## src/sv/ipv4fr_pkg.sv

```systemverilog
package ipv4fr_pkg;

  // Stream widths
  localparam int InWidth  = 176;
  localparam int OutWidth = 64;

  // Bucket store
  localparam int BucketBits = 8;
  localparam int Buckets    = 1 << BucketBits;

  // Header constants
  localparam int           MfBitPos = 13;
  localparam logic [7:0]   UdpProto = 8'd17;
  localparam logic [7:0]   HashSeed = 8'h1D;

  // Result status codes
  typedef enum logic [2:0] {
    ST_LEN_ERR  = 3'd0,
    ST_CSUM_ERR = 3'd1,
    ST_WHOLE    = 3'd2,
    ST_REJECT   = 3'd3,
    ST_ACCEPT   = 3'd4,
    ST_REASM    = 3'd5
  } status_e;

  // Controller states
  typedef enum logic [1:0] {
    S_IDLE = 2'd0,
    S_SUM  = 2'd1,
    S_EVAL = 2'd2
  } state_e;

  // One received header, last field in the lowest bits
  typedef struct packed {
    logic [31:0] destination_address;
    logic [31:0] source_address;
    logic [15:0] header_checksum;
    logic [7:0]  protocol_number;
    logic [7:0]  time_to_live;
    logic [15:0] flags_fragment;
    logic [15:0] ident;
    logic [15:0] total_length;
    logic [7:0]  type_of_service;
    logic [7:0]  version_ihl;
    logic [15:0] frame_length;
  } in_item_t;

  // One result, last field in the lowest bits
  typedef struct packed {
    logic        expected_dropped;
    logic        deliver_udp;
    logic [15:0] datagram_length;
    logic        more_fragments;
    logic [15:0] fragment_offset;
    logic [15:0] payload_length;
    logic [7:0]  bucket;
    status_e     status;
  } out_item_t;

  // One bucket entry
  typedef struct packed {
    logic [15:0] received_sum;
    logic [15:0] expected_total;
  } entry_t;

  // Controller to datapath commands
  typedef struct packed {
    logic load_item;
    logic stage;
    logic commit;
  } dp_cmd_t;

endpackage

```

## src/sv/ipv4fr_ctrl.sv

```systemverilog
module ipv4fr_ctrl (
  input  logic                clk_i,
  input  logic                rst_ni,
  input  logic                in_valid_i,
  output logic                in_ready_o,
  output logic                out_valid_o,
  input  logic                out_ready_i,
  output ipv4fr_pkg::dp_cmd_t cmd_o
);
  import ipv4fr_pkg::*;

  state_e state_q, state_d;
  logic   out_valid_q, out_valid_d;
  logic   in_fire;
  logic   slot_free;

  assign in_ready_o  = (state_q == S_IDLE);
  assign in_fire     = in_valid_i && in_ready_o;
  assign slot_free   = !out_valid_q || out_ready_i;
  assign out_valid_o = out_valid_q;

  // Hold state and result flag
  always_ff @(posedge clk_i or negedge rst_ni) begin
    if (!rst_ni) begin
      state_q     <= S_IDLE;
      out_valid_q <= 1'b0;
    end else begin
      state_q     <= state_d;
      out_valid_q <= out_valid_d;
    end
  end

  // Sequence one request: capture, sum and read, evaluate and write
  always_comb begin
    state_d        = state_q;
    cmd_o          = '0;
    cmd_o.load_item = in_fire;
    unique case (state_q)
      S_IDLE: begin
        if (in_fire) state_d = S_SUM;
      end
      S_SUM: begin
        cmd_o.stage = 1'b1;
        state_d     = S_EVAL;
      end
      S_EVAL: begin
        if (slot_free) begin
          cmd_o.commit = 1'b1;
          state_d      = S_IDLE;
        end
      end
      default: state_d = S_IDLE;
    endcase
  end

  // Track the result register
  always_comb begin
    if (cmd_o.commit) begin
      out_valid_d = 1'b1;
    end else if (out_ready_i) begin
      out_valid_d = 1'b0;
    end else begin
      out_valid_d = out_valid_q;
    end
  end

  a_fire_to_sum: assert property (@(posedge clk_i) disable iff (!rst_ni)
    in_fire |=> state_q == S_SUM)
    else $error("accepted request did not enter the sum step");

  a_fire_to_eval: assert property (@(posedge clk_i) disable iff (!rst_ni)
    in_fire |=> ##1 state_q == S_EVAL)
    else $error("request did not reach evaluation two cycles after accept");

  a_no_overwrite: assert property (@(posedge clk_i) disable iff (!rst_ni)
    (out_valid_q && !out_ready_i) |-> !cmd_o.commit)
    else $error("pending result overwritten");

  a_commit_shows: assert property (@(posedge clk_i) disable iff (!rst_ni)
    cmd_o.commit |=> out_valid_q && state_q == S_IDLE)
    else $error("committed result not presented");

endmodule

```

## config.mk

```make
export PLATFORM = sky130hd
export DESIGN_NAME = ipv4fr_ctrl
export DESIGN_NICKNAME = d
export VERILOG_FILES = /design/src/sv/ipv4fr_pkg.sv /design/src/sv/ipv4fr_ctrl.sv
export SDC_FILE = /design/constraint.sdc
export NUM_CORES = 1
export LEC_CHECK = 0
export BUFFER_PORTS_ARGS = -buffer_cell sky130_fd_sc_hd__buf_2
export CORE_AREA = 2 2 39 41
export DETAILED_ROUTE_END_ITERATION = 6
export DIE_AREA = 0 0 41 43
export PLACE_DENSITY = 0.3
export SYNTH_ARGS = -nofsm -noshare
export SYNTH_HDL_FRONTEND = slang
export SYNTH_SLANG_ARGS = --single-unit
```

## constraint.sdc

```tcl
create_clock -name clk_i -period 1.7 [get_ports clk_i]
set_clock_uncertainty 0.1 [all_clocks]
set_input_delay 0.085 -clock clk_i [delete_from_list [all_inputs] [get_ports clk_i]]
set_output_delay 0.085 -clock clk_i [all_outputs]
set_load 0.02 [all_outputs]
```

==> impl_results.html <==
<table>
<tr><th>Metric</th><th>Value</th></tr>
<tr><th colspan="2">Status</th></tr>
<tr><td>Outcome</td><td>finished, final reports clean</td></tr>
<tr><th colspan="2">STA</th></tr>
<tr><td>Final hold violations</td><td>0</td></tr>
<tr><td>Minimum hold slack</td><td>48.1 ps</td></tr>
<tr><td>Max Fclk</td><td>0.788 GHz</td></tr>
<tr><td>Setup repair after global routing missed its margin</td><td>no</td></tr>
<tr><td>TNS Setup</td><td>0 ps</td></tr>
<tr><td>Transition time at the pin with the least slew margin</td><td>129 ps</td></tr>
<tr><td>Post-route minimum period</td><td>1270 ps</td></tr>
<tr><td>Max-Slew Margin vs Limit</td><td>0.914</td></tr>
<tr><td>Final Slew Violations</td><td>0</td></tr>
<tr><td>Share of the clock period used by the worst path after layout</td><td>0.747</td></tr>
<tr><td>Setup-violating endpoint count in the final report</td><td>0</td></tr>
<tr><th colspan="2">Clocking</th></tr>
<tr><td>Clock latency on the worst-skew pair</td><td>240 ps</td></tr>
<tr><td>Maximum clock insertion buffer count</td><td>2</td></tr>
<tr><td>Clock slew seen by the registers of the worst setup and hold paths</td><td>40 ps</td></tr>
<tr><td>Sink Count</td><td>3</td></tr>
<tr><td>Root buffer cell</td><td>sky130_fd_sc_hd__clkbuf_4</td></tr>
<tr><td>Post-CTS setup buffers</td><td>0</td></tr>
<tr><td>Inserted Clock Buffers</td><td>3</td></tr>
<tr><td>CTS HTree Levels</td><td>1</td></tr>
<tr><td>TritonCTS clock tree</td><td>yes</td></tr>
<tr><th colspan="2">Setup path</th></tr>
<tr><td>Top delay family on crit path</td><td>flip-flops</td></tr>
<tr><td>Kind of start point of the critical path</td><td>flip-flop</td></tr>
<tr><td>Number of cells on the critical path</td><td>3</td></tr>
<tr><td>Largest fanout on the critical path</td><td>3</td></tr>
<tr><td>Arrival time of the worst setup path</td><td>1080 ps</td></tr>
<tr><td>WS Path Type</td><td>reg2out</td></tr>
<tr><td>Library cell contributing the largest single delay on the critical path</td><td>sky130_fd_sc_hd__dfrtp_1</td></tr>
<tr><td>Critical path startpoint</td><td>state_q[1]</td></tr>
<tr><td>R2r endpoint</td><td>state_q[1]</td></tr>
<tr><td>Slack of the worst reg-to-reg path</td><td>800 ps</td></tr>
<tr><td>Largest stage delay, worst path</td><td>400 ps</td></tr>
<tr><td>Ordered cell list for the critical path</td><td>nor2_2 &gt; and2_1 &gt; buf_2</td></tr>
<tr><td>Reg-to-reg startpoint</td><td>state_q[0]</td></tr>
<tr><td>WP data required</td><td>1510 ps</td></tr>
<tr><td>CP endpoint kind</td><td>primary output</td></tr>
<tr><td>Worst Reg-to-Reg Cells</td><td>2</td></tr>
<tr><td>Worst path buffer plus inverter count</td><td>1</td></tr>
<tr><th colspan="2">Global routing</th></tr>
<tr><td>Number of global-route vias before repair</td><td>116</td></tr>
<tr><td>Pin count of the biggest net entering global routing</td><td>4</td></tr>
<tr><td>Initial antenna violation count</td><td>0</td></tr>
<tr><td>Global-route wire length before repair</td><td>503 um</td></tr>
<tr><td>Overall overflow remaining after global route</td><td>0</td></tr>
<tr><td>GRT Resource Usage Total</td><td>0.0573</td></tr>
<tr><th colspan="2">Yosys</th></tr>
<tr><td>Post-synth net total</td><td>18</td></tr>
<tr><td>Post-synthesis instance area</td><td>148 um^2</td></tr>
<tr><td>Synth Area per Inst</td><td>10.5 um^2</td></tr>
<tr><td>Mapped Cells</td><td>14</td></tr>
<tr><td>Synthesis-stage register bit count</td><td>3</td></tr>
<tr><td>Total number of yosys warnings</td><td>0</td></tr>
<tr><td>Distinct cell type count after synthesis</td><td>9</td></tr>
<tr><td>Sequential area share after synthesis</td><td>0.508</td></tr>
<tr><th colspan="2">Die</th></tr>
<tr><td>Horizontal die dimension</td><td>41 um</td></tr>
<tr><td>Total I/O pin count</td><td>9</td></tr>
<tr><td>Standard-cell rows</td><td>14</td></tr>
<tr><td>Total die area</td><td>0.00176 mm^2</td></tr>
<tr><td>Area inside the core boundary</td><td>0.00138 mm^2</td></tr>
<tr><td>Starting utilization of the core area</td><td>0.107</td></tr>
<tr><td>Vert. Die Dim</td><td>43 um</td></tr>
<tr><th colspan="2">Detailed routing</th></tr>
<tr><td>Via count of the routed design</td><td>128</td></tr>
<tr><td>Number of violations reported at the end of detailed-routing iteration 0</td><td>5</td></tr>
<tr><td>DRC violations left</td><td>0</td></tr>
<tr><td>Number of nets with antenna violations after detailed routing</td><td>0</td></tr>
<tr><td>Average wire per cell in the routed design</td><td>7.95 um</td></tr>
<tr><td>Vias per cell</td><td>3.05</td></tr>
<tr><td>Detailed-routing iteration count for the pre-antenna-repair pass</td><td>2</td></tr>
<tr><td>Total routed wirelength</td><td>334 um</td></tr>
<tr><th colspan="2">Worst hold path</th></tr>
<tr><td>Number of cells traversed by the worst hold path</td><td>3</td></tr>
<tr><td>Class of the tightest hold or removal check</td><td>in2reg</td></tr>
<tr><td>Min-delay src</td><td>out_ready_i</td></tr>
<tr><td>Hold endpoint</td><td>out_valid_o</td></tr>
<tr><th colspan="2">Power and ir drop</th></tr>
<tr><td>Leakage power</td><td>0.121 nW</td></tr>
<tr><td>Power per Cell Area</td><td>1620 mW/mm^2</td></tr>
<tr><td>Total power after layout</td><td>387 uW</td></tr>
<tr><td>Maximum ir drop on the vdd rail</td><td>0.646 mV</td></tr>
<tr><th colspan="2">Finish</th></tr>
<tr><td>Most common cell after layout, fill and taps aside</td><td>sky130_fd_sc_hd__buf_2</td></tr>
<tr><td>Final antenna diode count</td><td>0</td></tr>
<tr><td>Ratio of cells with drive above 1 in the final layout</td><td>0.500</td></tr>
<tr><td>Net count of the finished layout</td><td>31</td></tr>
<tr><td>Top library cells by usage in the layout, fill and taps aside</td><td>8 x sky130_fd_sc_hd__buf_2, 3 x sky130_fd_sc_hd__clkbuf_4, 3 x sky130_fd_sc_hd__dfrtp_1</td></tr>
<tr><td>Layout-stage area growth over the synthesis result</td><td>61.9%</td></tr>
<tr><th colspan="2">Placed design</th></tr>
<tr><td>Post-DP HPWL</td><td>225 um</td></tr>
<tr><td>Final RePlAce weighted congestion</td><td>0.598</td></tr>
<tr><td>Number of buffer cells added on primary ports</td><td>8</td></tr>
<tr><th colspan="2">Flow run</th></tr>
<tr><td>Max cap viols</td><td>0</td></tr>
</table>
-- worst register-to-register path, cell delays in order, from the launching register on --
cell and delay [ps]:
sky130_fd_sc_hd__dfrtp_1 380, sky130_fd_sc_hd__nor2b_2 160, sky130_fd_sc_hd__o21bai_1 140
-- cells in the mapped netlist --
cell                       count  share of area
sky130_fd_sc_hd__dfrtp_1       3           0.51
sky130_fd_sc_hd__and2_1        2          0.085
sky130_fd_sc_hd__o21bai_1      1          0.051
sky130_fd_sc_hd__nand2_1       1          0.025
sky130_fd_sc_hd__nor2b_2       1          0.059
sky130_fd_sc_hd__nor2_2        1          0.042
sky130_fd_sc_hd__nor2b_1       1          0.042
sky130_fd_sc_hd__buf_4         2           0.10
sky130_fd_sc_hd__nand2b_1      2          0.085
-- sequential cells by signal, summed over array words and instances (netlist names) --
signal / flops
out_valid_o: 1
state_q: 2
-- kinds of logic after synthesis --
| logic type | after synthesis | share of synthesized area |
|---|---|---|
| AOI/OAI and AO/OA | 1 | 0.0509 |
| buffers and inverters | 2 | 0.102 |
| DFF | 3 | 0.508 |
| and+or+nand+nor | 8 | 0.339 |
-- worst max path at each step --
stage	end	slack (ps)
floorplan	cmd_o[2]	580
global placement	cmd_o[0]	700
detailed placement	cmd_o[0]	680
CTS	cmd_o[0]	420
global route	cmd_o[0]	370
finish	cmd_o[2]	430
-- layer usage --
layer | track usage | wire, um
met1 | 0.0518 | 165
met2 | 0.0438 | 87
met3 | 0.0942 | 66
met4 | 0.0600 | 14
met5 | 0 | 0
-- power by group --
part | internal [mW] | leakage, nW | switching [mW]
clock | 0.0884 | 0.0150 | 0.0442
combinational | 0.0567 | 0.0672 | 0.0875
sequential | 0.0945 | 0.0384 | 0.0158
total | 0.240 | 0.121 | 0.147
-- layout make-up --
class                      instances  area [um^2]
clock buffer                       4         26.3
fill                             157         1140
multi-input combinational          9         57.6
sequential                         3         75.1
tap                               16         20.0
timing repair buffer              10         60.1
-- metrics by stage --
step | worst slack [ps] | std cells | util | area (um^2)
floorplan | 585 | 14 | - | 148
global placement | 698 | 36 | 0.139 | 193
detailed placement | 678 | 36 | 0.139 | 193
CTS | 417 | 42 | 0.173 | 239
global route | 366 | 42 | 0.173 | 239
finish | 430 | 42 | 0.173 | 239
-- repair_timing --
action | in CTS | in global routing
hold buffers | 2 | 0
gates resized for setup | 0 | 0
hold endpoints to repair | 4 | 0
No activity file was read; power rests on OpenSTA's default activity.
